**config.mk**
```make
export PLATFORM = sky130hd
export DESIGN_NAME = gingerbread_chaos_oscillator
export DESIGN_NICKNAME = d
export VERILOG_FILES = /design/src/sv/gco_pkg.sv /design/src/sv/gco_step.sv /design/src/sv/gco_chan.sv /design/src/sv/gco_scale.sv /design/src/sv/gingerbread_chaos_oscillator.sv
export VERILOG_INCLUDE_DIRS = /design/src /design/src/sv
export SDC_FILE = /design/constraint.sdc
export NUM_CORES = 2
export LEC_CHECK = 0
export CORE_MARGIN = 4
export CORE_UTILIZATION = 66
export CTS_BUF_LIST = sky130_fd_sc_hd__clkbuf_8 sky130_fd_sc_hd__clkbuf_16
export DETAILED_ROUTE_END_ITERATION = 12
export DONT_BUFFER_PORTS = 1
export GPL_ROUTABILITY_DRIVEN = 0
export PLACE_DENSITY_LB_ADDON = 0.25
export SLEW_MARGIN = 10
export SYNTH_ARGS = -nofsm -noshare
export SYNTH_HDL_FRONTEND = slang
export SYNTH_HIERARCHICAL = 1
export SYNTH_SLANG_ARGS = --single-unit
```
**constraint.sdc**
```tcl
create_clock -name clk -period 9 [get_ports clk]
set_clock_uncertainty 0.2 [all_clocks]
set_input_delay 0 -clock clk [delete_from_list [all_inputs] [get_ports clk]]
set_output_delay 0 -clock clk [all_outputs]
set_load 0.1 [all_outputs]
```
**src/sv/gingerbread_chaos_oscillator_assert.svh**
```systemverilog
// Assertion macros for the gingerbread chaos oscillator.
// Used by the top level; no other dependencies. Define SYNTH to drop the checks.
`ifndef GINGERBREAD_CHAOS_OSCILLATOR_ASSERT_SVH
`define GINGERBREAD_CHAOS_OSCILLATOR_ASSERT_SVH

`ifndef SYNTH
// Same-cycle implication, disabled during reset
`define GCO_ASSERT_IMP(lbl, clk_i, rstn_i, ante, cons) \
    lbl: assert property (@(posedge clk_i) disable iff (!rstn_i) (ante) |-> (cons)) \
        else $error("%m: check failed");
// Next-cycle implication, disabled during reset
`define GCO_ASSERT_NXT(lbl, clk_i, rstn_i, ante, cons) \
    lbl: assert property (@(posedge clk_i) disable iff (!rstn_i) (ante) |=> (cons)) \
        else $error("%m: check failed");
`else
`define GCO_ASSERT_IMP(lbl, clk_i, rstn_i, ante, cons)
`define GCO_ASSERT_NXT(lbl, clk_i, rstn_i, ante, cons)
`endif

`endif

```
**src/sv/gco_pkg.sv**
```systemverilog
// Shared types and constants for the gingerbread chaos oscillator.
// No dependencies; imported by every module of the block.
package gco_pkg;

    localparam int CHANNELS = 8;
    localparam int CHAN_W   = (CHANNELS > 1) ? $clog2(CHANNELS) : 1;

    localparam int FREQ_W  = 19;
    localparam int RATE_W  = 32;
    localparam int STEP_W  = 34;  // clamped step, [-2^32, 2^32]
    localparam int PHASE_W = 35;  // phase in units of 2^-32, inside (-1, 2)
    localparam int Y_W     = 32;  // map value, Q8.24
    localparam int PROD_W  = 62;  // y times gain, magnitude below 2^61

    localparam logic signed [PHASE_W-1:0] PHASE_ONE = 35'sd4294967296;
    localparam logic signed [Y_W-1:0]     GAIN_Q32  = 32'sd781684048;  // 0.182
    localparam logic signed [Y_W-1:0]     OFFSET_Q24 = 32'sd7633633;   // 0.455

    localparam logic [RATE_W-1:0]     RATE_RECIP_RST   = 32'd89478;
    localparam logic signed [Y_W-1:0] INIT_Y_PREV_RST  = 32'sd20132659;  // 1.2
    localparam logic signed [Y_W-1:0] INIT_Y_PREV2_RST = 32'sd35232154;  // 2.1

    // Configuration register indexes
    typedef enum logic [1:0] {
        CFG_RATE_RECIP   = 2'd0,
        CFG_INIT_Y_PREV  = 2'd1,
        CFG_INIT_Y_PREV2 = 2'd2
    } gco_cfg_t;

    // Item after the step multiply
    typedef struct packed {
        logic [CHAN_W-1:0]        ch;
        logic                     neg;
        logic                     reload;
        logic signed [STEP_W-1:0] step;
    } gco_s0_t;

    // Item after the channel state update
    typedef struct packed {
        logic [CHAN_W-1:0]     ch;
        logic                  trig;
        logic signed [Y_W-1:0] y;
    } gco_s1_t;

endpackage

```
**src/sv/gco_step.sv**
```systemverilog
// Input stage: registers an item and its clamped phase step.
// Depends on gco_pkg.
module gco_step
    import gco_pkg::*;
(
    input  logic                     clk,
    input  logic                     rst_n,
    input  logic                     in_valid,
    input  logic [2:0]               channel,
    input  logic signed [FREQ_W-1:0] frequency,
    input  logic                     reload,
    input  logic [RATE_W-1:0]        rate_recip,
    input  logic                     dn_ready,
    output logic                     up_ready,
    output logic                     s0_valid,
    output gco_s0_t                  s0
);

    localparam int MUL_W = FREQ_W + RATE_W + 1;
    localparam logic signed [MUL_W-1:0] MUL_MAX = 52'sd4294967296;
    localparam logic signed [MUL_W-1:0] MUL_MIN = -52'sd4294967296;

    logic                     valid_reg;
    gco_s0_t                  data_reg;
    gco_s0_t                  data_next;
    logic signed [MUL_W-1:0]  mul;
    logic                     chan_ok;

    // Scale frequency to a phase step and clamp to one period either way
    always_comb
    begin
        mul     = $signed(frequency) * $signed({1'b0, rate_recip});
        chan_ok = int'(channel) < CHANNELS;
        data_next.ch     = channel[CHAN_W-1:0];
        data_next.neg    = frequency[FREQ_W-1];
        data_next.reload = reload;
        if (mul > MUL_MAX)
        begin
            data_next.step = STEP_W'(MUL_MAX);
        end
        else if (mul < MUL_MIN)
        begin
            data_next.step = STEP_W'(MUL_MIN);
        end
        else
        begin
            data_next.step = mul[STEP_W-1:0];
        end
    end

    assign up_ready = !valid_reg || dn_ready;

    // Hold the valid flag; drop items for channels that do not exist
    always_ff @(posedge clk or negedge rst_n)
    begin
        if (!rst_n)
        begin
            valid_reg <= 1'b0;
        end
        else if (up_ready)
        begin
            valid_reg <= in_valid && chan_ok;
        end
    end

    always_ff @(posedge clk)
    begin
        if (up_ready && in_valid)
        begin
            data_reg <= data_next;
        end
    end

    assign s0_valid = valid_reg;
    assign s0       = data_reg;

endmodule

```
**src/sv/gco_chan.sv**
```systemverilog
// Channel state stage: phase accumulators and map history per channel.
// Depends on gco_pkg.
module gco_chan
    import gco_pkg::*;
(
    input  logic                  clk,
    input  logic                  rst_n,
    input  logic                  s0_valid,
    input  gco_s0_t               s0,
    input  logic signed [Y_W-1:0] init_y_prev,
    input  logic signed [Y_W-1:0] init_y_prev2,
    input  logic                  dn_ready,
    output logic                  up_ready,
    output logic                  s1_valid,
    output gco_s1_t               s1
);

    localparam int SUM_W = Y_W + 2;
    localparam logic signed [SUM_W-1:0] SUM_ONE = 34'sd16777216;
    localparam logic signed [SUM_W-1:0] SUM_MAX = 34'sd2147483647;
    localparam logic signed [SUM_W-1:0] SUM_MIN = -34'sd2147483648;

    logic signed [PHASE_W-1:0] phase_reg [CHANNELS];
    logic signed [Y_W-1:0]     y1_reg    [CHANNELS];
    logic signed [Y_W-1:0]     y2_reg    [CHANNELS];

    logic                      valid_reg;
    gco_s1_t                   data_reg;
    gco_s1_t                   data_next;

    logic                      take;
    logic signed [PHASE_W-1:0] phase_rd;
    logic signed [PHASE_W-1:0] phase_wrap;
    logic signed [PHASE_W-1:0] phase_next;
    logic signed [Y_W-1:0]     y1_rd;
    logic signed [Y_W-1:0]     y2_rd;
    logic signed [SUM_W-1:0]   y1_ext;
    logic signed [SUM_W-1:0]   y1_abs;
    logic signed [SUM_W-1:0]   y_sum;
    logic signed [Y_W-1:0]     y_sat;
    logic signed [Y_W-1:0]     y1_next;
    logic signed [Y_W-1:0]     y2_next;
    logic                      trig;

    assign up_ready = !valid_reg || dn_ready;
    assign take     = s0_valid && up_ready;

    // Read channel state, apply reload, test for a wrap and step the map
    always_comb
    begin
        if (s0.reload)
        begin
            phase_rd = s0.neg ? '0 : PHASE_ONE;
            y1_rd    = init_y_prev;
            y2_rd    = init_y_prev2;
        end
        else
        begin
            phase_rd = phase_reg[s0.ch];
            y1_rd    = y1_reg[s0.ch];
            y2_rd    = y2_reg[s0.ch];
        end

        if (s0.neg)
        begin
            trig       = phase_rd <= 0;
            phase_wrap = trig ? phase_rd + PHASE_ONE : phase_rd;
        end
        else
        begin
            trig       = phase_rd >= PHASE_ONE;
            phase_wrap = trig ? phase_rd - PHASE_ONE : phase_rd;
        end
        phase_next = phase_wrap + {s0.step[STEP_W-1], s0.step};

        // y = 1 + |y1| - y2, saturated to Q8.24
        y1_ext = {{2{y1_rd[Y_W-1]}}, y1_rd};
        y1_abs = y1_rd[Y_W-1] ? -y1_ext : y1_ext;
        y_sum  = SUM_ONE + y1_abs - {{2{y2_rd[Y_W-1]}}, y2_rd};
        if (y_sum > SUM_MAX)
        begin
            y_sat = Y_W'(SUM_MAX);
        end
        else if (y_sum < SUM_MIN)
        begin
            y_sat = Y_W'(SUM_MIN);
        end
        else
        begin
            y_sat = y_sum[Y_W-1:0];
        end

        y1_next = trig ? y_sat : y1_rd;
        y2_next = trig ? y1_rd : y2_rd;

        data_next.ch   = s0.ch;
        data_next.trig = trig;
        data_next.y    = y1_next;
    end

    // Write back the channel state once per item
    always_ff @(posedge clk or negedge rst_n)
    begin
        if (!rst_n)
        begin
            for (int i = 0; i < CHANNELS; i++)
            begin
                phase_reg[i] <= PHASE_ONE;
                y1_reg[i]    <= INIT_Y_PREV_RST;
                y2_reg[i]    <= INIT_Y_PREV2_RST;
            end
            valid_reg <= 1'b0;
        end
        else
        begin
            if (take)
            begin
                phase_reg[s0.ch] <= phase_next;
                y1_reg[s0.ch]    <= y1_next;
                y2_reg[s0.ch]    <= y2_next;
            end
            if (up_ready)
            begin
                valid_reg <= s0_valid;
            end
        end
    end

    always_ff @(posedge clk)
    begin
        if (take)
        begin
            data_reg <= data_next;
        end
    end

    assign s1_valid = valid_reg;
    assign s1       = data_reg;

endmodule

```
**src/sv/gco_scale.sv**
```systemverilog
// Output stages: scale the map value to a sample and hold the result item.
// Depends on gco_pkg.
module gco_scale
    import gco_pkg::*;
(
    input  logic                  clk,
    input  logic                  rst_n,
    input  logic                  s1_valid,
    input  gco_s1_t               s1,
    output logic                  up_ready,
    output logic                  out_valid,
    input  logic                  out_stall,
    output logic [2:0]            channel_out,
    output logic signed [Y_W-1:0] sample_out,
    output logic                  map_stepped
);

    localparam int SH_W = PROD_W - 32;
    localparam logic signed [PROD_W-1:0] ROUND_HALF = 62'sd2147483648;

    logic                       prod_valid_reg;
    logic signed [PROD_W-1:0]   prod_reg;
    logic [CHAN_W-1:0]          prod_ch_reg;
    logic                       prod_trig_reg;
    logic signed [2*Y_W-1:0]    mul;

    logic                       out_valid_reg;
    logic signed [Y_W-1:0]      sample_reg;
    logic signed [Y_W-1:0]      sample_next;
    logic [CHAN_W-1:0]          ch_reg;
    logic                       trig_reg;
    logic signed [PROD_W-1:0]   rounded;
    logic signed [SH_W-1:0]     shifted;
    logic                       out_ready;

    assign out_ready = !out_valid_reg || !out_stall;
    assign up_ready  = !prod_valid_reg || out_ready;

    // Multiply by the gain
    assign mul = s1.y * GAIN_Q32;

    // Round to Q8.24 and remove the offset; the range cannot overflow 32 bits
    always_comb
    begin
        rounded     = prod_reg + ROUND_HALF;
        shifted     = rounded[PROD_W-1:32];
        sample_next = {{(Y_W-SH_W){shifted[SH_W-1]}}, shifted} - OFFSET_Q24;
    end

    // Advance the valid flags
    always_ff @(posedge clk or negedge rst_n)
    begin
        if (!rst_n)
        begin
            prod_valid_reg <= 1'b0;
            out_valid_reg  <= 1'b0;
        end
        else
        begin
            if (up_ready)
            begin
                prod_valid_reg <= s1_valid;
            end
            if (out_ready)
            begin
                out_valid_reg <= prod_valid_reg;
            end
        end
    end

    always_ff @(posedge clk)
    begin
        if (up_ready && s1_valid)
        begin
            prod_reg      <= mul[PROD_W-1:0];
            prod_ch_reg   <= s1.ch;
            prod_trig_reg <= s1.trig;
        end
        if (out_ready && prod_valid_reg)
        begin
            sample_reg <= sample_next;
            ch_reg     <= prod_ch_reg;
            trig_reg   <= prod_trig_reg;
        end
    end

    assign out_valid   = out_valid_reg;
    assign channel_out = 3'(ch_reg);
    assign sample_out  = sample_reg;
    assign map_stepped = trig_reg;

endmodule

```
**src/sv/gingerbread_chaos_oscillator.sv**
```systemverilog
// Top level of the gingerbread chaos oscillator: configuration registers and stages.
// Depends on gco_pkg, gco_step, gco_chan, gco_scale and the assertion header.
//
// Eight-channel chaotic oscillator. Each item is one sample tick for one channel and
// yields one result item through four registered stages: input register with the
// frequency-to-step multiply, channel state update, gain multiply, output register.
// Unless stalled, one item is accepted every cycle, including back-to-back ticks for
// the same channel, since the phase and map state of a channel is read, updated and
// written back in the same cycle. in_stall rises only once all four stages hold items
// and the output is stalled. Write configuration only while no item is in flight.

`include "gingerbread_chaos_oscillator_assert.svh"

module gingerbread_chaos_oscillator
    import gco_pkg::*;
(
    input  logic                     clk,
    input  logic                     rst_n,
    input  logic                     in_valid,
    output logic                     in_stall,
    input  logic [2:0]               channel,
    input  logic signed [FREQ_W-1:0] frequency,
    input  logic                     reload,
    output logic                     out_valid,
    input  logic                     out_stall,
    output logic [2:0]               channel_out,
    output logic signed [Y_W-1:0]    sample_out,
    output logic                     map_stepped,
    input  logic                     wr_en,
    input  logic [1:0]               wr_index,
    input  logic [31:0]              wr_data
);

    localparam logic signed [Y_W-1:0] SAMPLE_LO = -32'sd398475657;
    localparam logic signed [Y_W-1:0] SAMPLE_HI = 32'sd383208391;

    logic [RATE_W-1:0]     rate_recip_reg;
    logic signed [Y_W-1:0] init_y_prev_reg;
    logic signed [Y_W-1:0] init_y_prev2_reg;

    logic    in_ready;
    logic    s0_valid;
    gco_s0_t s0;
    logic    chan_ready;
    logic    s1_valid;
    gco_s1_t s1;
    logic    scale_ready;

    // Configuration registers
    always_ff @(posedge clk or negedge rst_n)
    begin
        if (!rst_n)
        begin
            rate_recip_reg   <= RATE_RECIP_RST;
            init_y_prev_reg  <= INIT_Y_PREV_RST;
            init_y_prev2_reg <= INIT_Y_PREV2_RST;
        end
        else if (wr_en)
        begin
            unique case (wr_index)
                CFG_RATE_RECIP:   rate_recip_reg   <= wr_data;
                CFG_INIT_Y_PREV:  init_y_prev_reg  <= $signed(wr_data);
                CFG_INIT_Y_PREV2: init_y_prev2_reg <= $signed(wr_data);
                default:          ;
            endcase
        end
    end

    assign in_stall = !in_ready;

    gco_step u_step (
        .clk        (clk),
        .rst_n      (rst_n),
        .in_valid   (in_valid),
        .channel    (channel),
        .frequency  (frequency),
        .reload     (reload),
        .rate_recip (rate_recip_reg),
        .dn_ready   (chan_ready),
        .up_ready   (in_ready),
        .s0_valid   (s0_valid),
        .s0         (s0)
    );

    gco_chan u_chan (
        .clk          (clk),
        .rst_n        (rst_n),
        .s0_valid     (s0_valid),
        .s0           (s0),
        .init_y_prev  (init_y_prev_reg),
        .init_y_prev2 (init_y_prev2_reg),
        .dn_ready     (scale_ready),
        .up_ready     (chan_ready),
        .s1_valid     (s1_valid),
        .s1           (s1)
    );

    gco_scale u_scale (
        .clk         (clk),
        .rst_n       (rst_n),
        .s1_valid    (s1_valid),
        .s1          (s1),
        .up_ready    (scale_ready),
        .out_valid   (out_valid),
        .out_stall   (out_stall),
        .channel_out (channel_out),
        .sample_out  (sample_out),
        .map_stepped (map_stepped)
    );

    // Input backs up only when every stage is full and the output is held
    `GCO_ASSERT_IMP(a_stall_full, clk, rst_n, in_stall, s0_valid && s1_valid && out_valid && out_stall)
    // An accepted tick always lands in the input stage
    `GCO_ASSERT_NXT(a_accept_lands, clk, rst_n, in_valid && !in_stall, s0_valid)
    // Scaled sample stays inside the range reachable from any Q8.24 map value
    `GCO_ASSERT_IMP(a_sample_range, clk, rst_n, out_valid, sample_out >= SAMPLE_LO && sample_out <= SAMPLE_HI)

endmodule

```
After elaboration in Yosys (flattened, before gate mapping)
Cells that the tools add are included.

Bitwise operators: 1. $add $sub $neg: 8. Magnitude comparators: 8. Reductions and logical operators: 20. Multiplexer cells: 30. Div/mod/pow operators: 0. Shift-type cells: 0. Equality and inequality tests: 2. Multipliers: 2.

Operators by type and width (number): 256-bit bitwise mux (2); 32-bit two-way mux (11); 280-bit bitwise mux (1); 35-bit two-way mux (7); 32-bit binary-select mux with 3-bit select (2); 35-bit binary-select mux with 3-bit select (1); 35-bit demux with 3-bit select (1); 32-bit demux with 3-bit select (1); 34-bit two-way mux (2); 62-bit by 33-bit adder with 62-bit output (second input constant) (1); 32-bit by 27-bit multiplier with 58-bit output (second input constant) (1); 52-bit by 34-bit > comparator with 1-bit output (second input constant) (1); 52-bit by 33-bit < comparator with 1-bit output (second input constant) (1); 19-bit by 33-bit multiplier with 52-bit output (1); 35-bit by 34-bit adder with 35-bit output (second input constant) (1); 35-bit adder (1); 35-bit by 34-bit greater-or-equal comparator with 1-bit output (second input constant) (1); 35-bit by 1-bit less-or-equal comparator with 1-bit output (second input constant) (1); 35-bit by 34-bit subtractor with 35-bit output (second input constant) (1); 25-bit by 34-bit adder with 34-bit output (first input constant) (1); 34-bit by 32-bit > comparator with 1-bit output (second input constant) (1); 34-bit by 32-bit < comparator with 1-bit output (second input constant) (1); 32-bit negation with 34-bit output (1); 34-bit subtractor (1); 14 further kinds (28).

Word-level logic and storage cells: 116. Memory bits (read-only): 0. Bits in latches: 0. RAM bits: 0. Bits of input ports: 62. Memories kept: 0. Register bits after elaboration: 1065.

Logic depth before layout (Yosys ltp)
Depth after elaboration: 14. Depth in mapped cells: 35.

Cells and area by module
The synthesis kept the hierarchy.

Modules (own cells, without submodules): gco_chan (times used 1, area an instance 42331.8 um2, cells an instance 3883); gco_step (times used 1, area an instance 22082.4 um2, cells an instance 2449); gco_scale (times used 1, area an instance 19726.4 um2, cells an instance 1947); gingerbread_chaos_oscillator (times used 1, area an instance 3672.3 um2, cells an instance 205).

Least setup slack after synthesis
Ideal clock, no wire load.

Path type: register -> register. Start: reg rate_recip_reg[14]. End: reg u_step.data_reg, in the netlist u_step/s0[10] (data pin). Stages on the path, launching flop included: 23. Library setup time: 140 ps. Data required time: 8660 ps. Slack: 1473 ps. Buffers on the path: 3. Data arrival time: 7187 ps. Cells stage by stage: dfstp_2 > clkbuf_1 > clkbuf_1 > nand2_1 > fa_1 > fa_1 > fa_1 > inv_1 > fa_1 > fa_1 > fa_1 > fa_1 > ha_1 > a21oi_1 > o21a_1 > o211ai_1 > or4_4 > a32oi_2 > o211ai_2 > nor4_4 > o2111ai_4 > buf_6 > a21boi_2.

Cells in the longest elaborated chain, start to end: 3.

Ends and longest elaborated chain: start, declared (RTL line gingerbread_chaos_oscillator.sv:37) `logic [RATE_W-1:0] rate_recip_reg;`; start signal, assigned (RTL line gingerbread_chaos_oscillator.sv:61) `CFG_RATE_RECIP: rate_recip_reg <= wr_data;`; 19-bit by 33-bit multiplier with 52-bit output * (RTL line gco_step.sv:32) `mul = $signed(frequency) * $signed({1'b0, rate_recip});`; 52-bit by 33-bit < comparator with 1-bit output / 52-bit by 34-bit > comparator with 1-bit output (equally long branches) (RTL line gco_step.sv:41, gco_step.sv:37); 2-bit OR reduction (no line) *; end signal, assigned (RTL line gco_step.sv:70) `data_reg <= data_next;`; end, declared (RTL line gco_step.sv:24) `gco_s0_t data_reg;`.

Every way passes the cells marked *; elsewhere a longest branch is shown, timed or not. A chain may end at the register's enable or synchronous reset.

Final worst setup path
Start: reg rate_recip_reg[26]. End: reg u_step.data_reg, in the netlist u_step/s0[5] (data pin).

The elaborated chain is that of the path after synthesis.

==> results.yml <==
routing:
  num_vias: 64600
  viasPerCell: 6.32
  remaining_drc_errors: 0
  ant_nets: 0
  drtIter0Drc: 6069
  wirelength_mm: 245
  firstDrtPassIters: 6
  wl_per_cell_um: 24.0
yosys:
  syn_area_um2: 87800
  ys_seq_area_frac: 0.307
  muxShareOfSynthArea: 0.0986
  synthXorXnorAreaFrac: 0.0219
  yosysTopAreaCell: "fa_1"
  synth_compound_area_frac: 0.104
  avgSynthCellArea_um2: 10.4
  synth.area.top_cells: "fa_1 (20%), dfrtp_1 (19%), ha_1 (9.0%)"
  synth_top_flop_cell: "dfrtp_1"
  synth-simple-area-share: 0.103
  synth.distinct_cells: 122
  synth_top_family_by_area: "adder cells"
  yosys_warnings: 6
  syn_nets: 10100
  synth_adder_area_share: 0.292
  synth_edf_count: 145
  async_reset_ff_frac: 0.860
  synth_cells: 8484
  synth_top_area_frac: 0.202
  synth.ff_latch_count: 1037
worst_setup_path:
  cp.arrival_ps: 8830
  required_ps: 9400
  crit_buf_inv: 4
  reg2reg_depth: 23
  worstPathCellList: "nand2_1 > fa_1 > fa_1 > fa_1 > inv_1 > fa_1 > inv_1 > fa_1 > fa_1 > inv_1 > ha_1 > ha_1 > a21oi_1 > o21ai_0 > a21oi_1 > o31ai_1 > a211oi_1 > xor2_1 > nand4_1 > nor3_1 > o2111ai_4 > buf_4 > a21boi_2"
  end_kind: "flip-flop"
  critPathMaxStageDelay_ps: 950
  cp-start-kind: "flip-flop"
  crit_cells: 23
  criticalPathCategory: "flip-flop to flip-flop"
  crit_top_cell: "fa_1"
  endpoint: "u_step/s0[5]"
  crit_fanout: 20
  startpoint: "rate_recip_reg[26]"
  crit_slowest_cell: "dfrtp_1"
  reg2reg_slack_ps: 570
  path_delay_family: "adder cells"
  timing.rr.end: "u_step/s0[5]"
  r2r-start: "rate_recip_reg[26]"
final_layout:
  seqCellArea_um2: 27000
  final_cells: 10200
  layout-drive-gt1-share: 0.153
  areaGrowthSynthToFinish_pct: 6.90
  nets: 9941
  fill_cells: 9333
  multi_input_area_um2: 54500
  largest_reg_flops: 280
timing:
  fmax_mhz: 119
  rsz0062_at_grt: "false"
  setup_viol: 0
  hold_viol: 0
  period_share: 0.936
  setup_tns_ps: 0
  drv_slew: 0
  whs_ps: 48.9
  max_slew.worst_pin.slew_ps: 1230
  maxSlewHeadroom: 0.181
  layout_min_cycle_time_ps: 8430
global_routing:
  grt.overflow.total: 0
  grt_use_met1: 0.452
  use_met2: 0.565
  antenna_found_initial: 11
  grt_max_degree: 893
  busiest_layer: "met2"
  grt_pass1_wl_mm: 382
  met3_usage: 0.0675
  grt_usage: 0.352
  grt_pass1_vias: 67300
floorplan:
  initial_core_util: 0.666
  die_y_um: 373
  die_w_um: 373
  num_rows: 133
  die-area_um2: 139000
  coreArea_um2: 132000
  num_io_pins: 100
placed_design:
  dp.cells: 9926
  io_buffers: 0
  hpwlAfterDp_mm: 175
cts:
  clockBufferDepth: 3
  cts_inserted_buffers: 107
  postCtsResizedCells: 0
  htree_num_levels: 3
  cts_tree: "done"
  hold_buffers: 73
  worstSkewPairLatency_ps: 770
  clk_pin_slew_ps: 60
  post_cts_buffers: 0
  cts_sinks: 1037
  clockRootBuffer: "clkbuf_16"
worst_hold_path:
  hold_depth: 2
  hp-class: "primary input to flip-flop"
flow_run:
  maxCapViolations: 0
status:
  status: "finished, final reports clean"
[cell usage after synthesis, drive strengths merged (23+ instances only)]
library cell / number
nand2: 1137
nor3: 53
mux2i: 91
a21boi: 28
and3: 24
dfrtp: 650
o21bai: 25
nand3: 60
o21ai: 636
nor2: 211
inv: 1193
buf: 112
a21oi: 304
and2: 246
edfxtp: 145
a22oi: 58
xor2: 87
a221oi: 42
a21o: 65
mux4: 98
nand2b: 49
a211oi: 28
dfstp: 242
ha: 633
xnor2: 132
nor2b: 39
fa: 885
o211ai: 23
a31oi: 33
o21a: 26
mux2: 492
nand4: 47
clkbuf: 324
[cell usage in the layout, fill, tap and decap left out, drive strengths merged, types with 33 or more instances in the layout]
cell | Yosys | final
nor3 | 53 | 53
nor2 | 211 | 211
dfstp | 242 | 242
mux2i | 91 | 91
xor2 | 87 | 87
nor2b | 39 | 39
xnor2 | 132 | 132
buf | 112 | 129
a31oi | 33 | 33
nand3 | 60 | 60
a21oi | 304 | 304
nand2 | 1137 | 1137
and2 | 246 | 246
nand2b | 49 | 49
clkbuf | 324 | 137
mux2 | 492 | 492
o21ai | 636 | 636
mux4 | 98 | 98
inv | 1193 | 1221
a221oi | 42 | 42
a22oi | 58 | 58
ha | 633 | 633
dfrtp | 650 | 650
nand4 | 47 | 47
dlygate4sd3 | 0 | 75
fa | 885 | 885
edfxtp | 145 | 145
a21o | 65 | 65
[worst min path at each step]
stage                     slack, ps                    to         from
after floorplan                -500   init_y_prev2_reg[0]        rst_n
after global placement         -450    u_chan/y2_reg[187]        rst_n
after detailed placement       -460    u_chan/y2_reg[251]        rst_n
after CTS                     -1290    u_chan/y2_reg[251]        rst_n
after global routing           -0.4  init_y_prev2_reg[15]  wr_data[15]
final                            50    rate_recip_reg[23]  wr_data[23]
[cell type report]
class	instances	area share
clock buffers	137	0.0334
clock inverters	66	0.00677
well taps	1755	0.0234
diodes	9	0.000240
inverters	1194	0.0477
repair buffers	204	0.0203
flip-flops and latches	1037	0.287
multi-input cells	5817	0.581
[logic make-up (layout without fill, tap and decap cells)]
family	Yosys count	in the layout
simple gates	1966	1966
compound gates	1432	1432
other cells	1	10
fa+ha+maj	1518	1518
buf+inv	1630	1601
xor+xnor	219	219
flops	1037	1037
mux	681	681
[metal layers]
| layer | part of all wire | vias to the layer above |
|---|---|---|
| met5 | 0.00017 | - |
| met4 | 0.068 | 6 |
| met3 | 0.090 | 771 |
| met2 | 0.47 | 3292 |
| met1 | 0.37 | 32700 |
| li1 | - | 27800 |
[through the flow]
step                utilization  area [um2]  setup slack, ps
floorplan                     -       87800             1470
global placement          0.677       89200              840
detailed placement        0.677       89200              659
CTS                       0.711       93700              656
global route              0.712       93900              143
finish                    0.712       93900              572
Power is left out: the tool's default activity adds up to more than one toggle a clock period on the data nets, which glitch-free logic cannot reach.
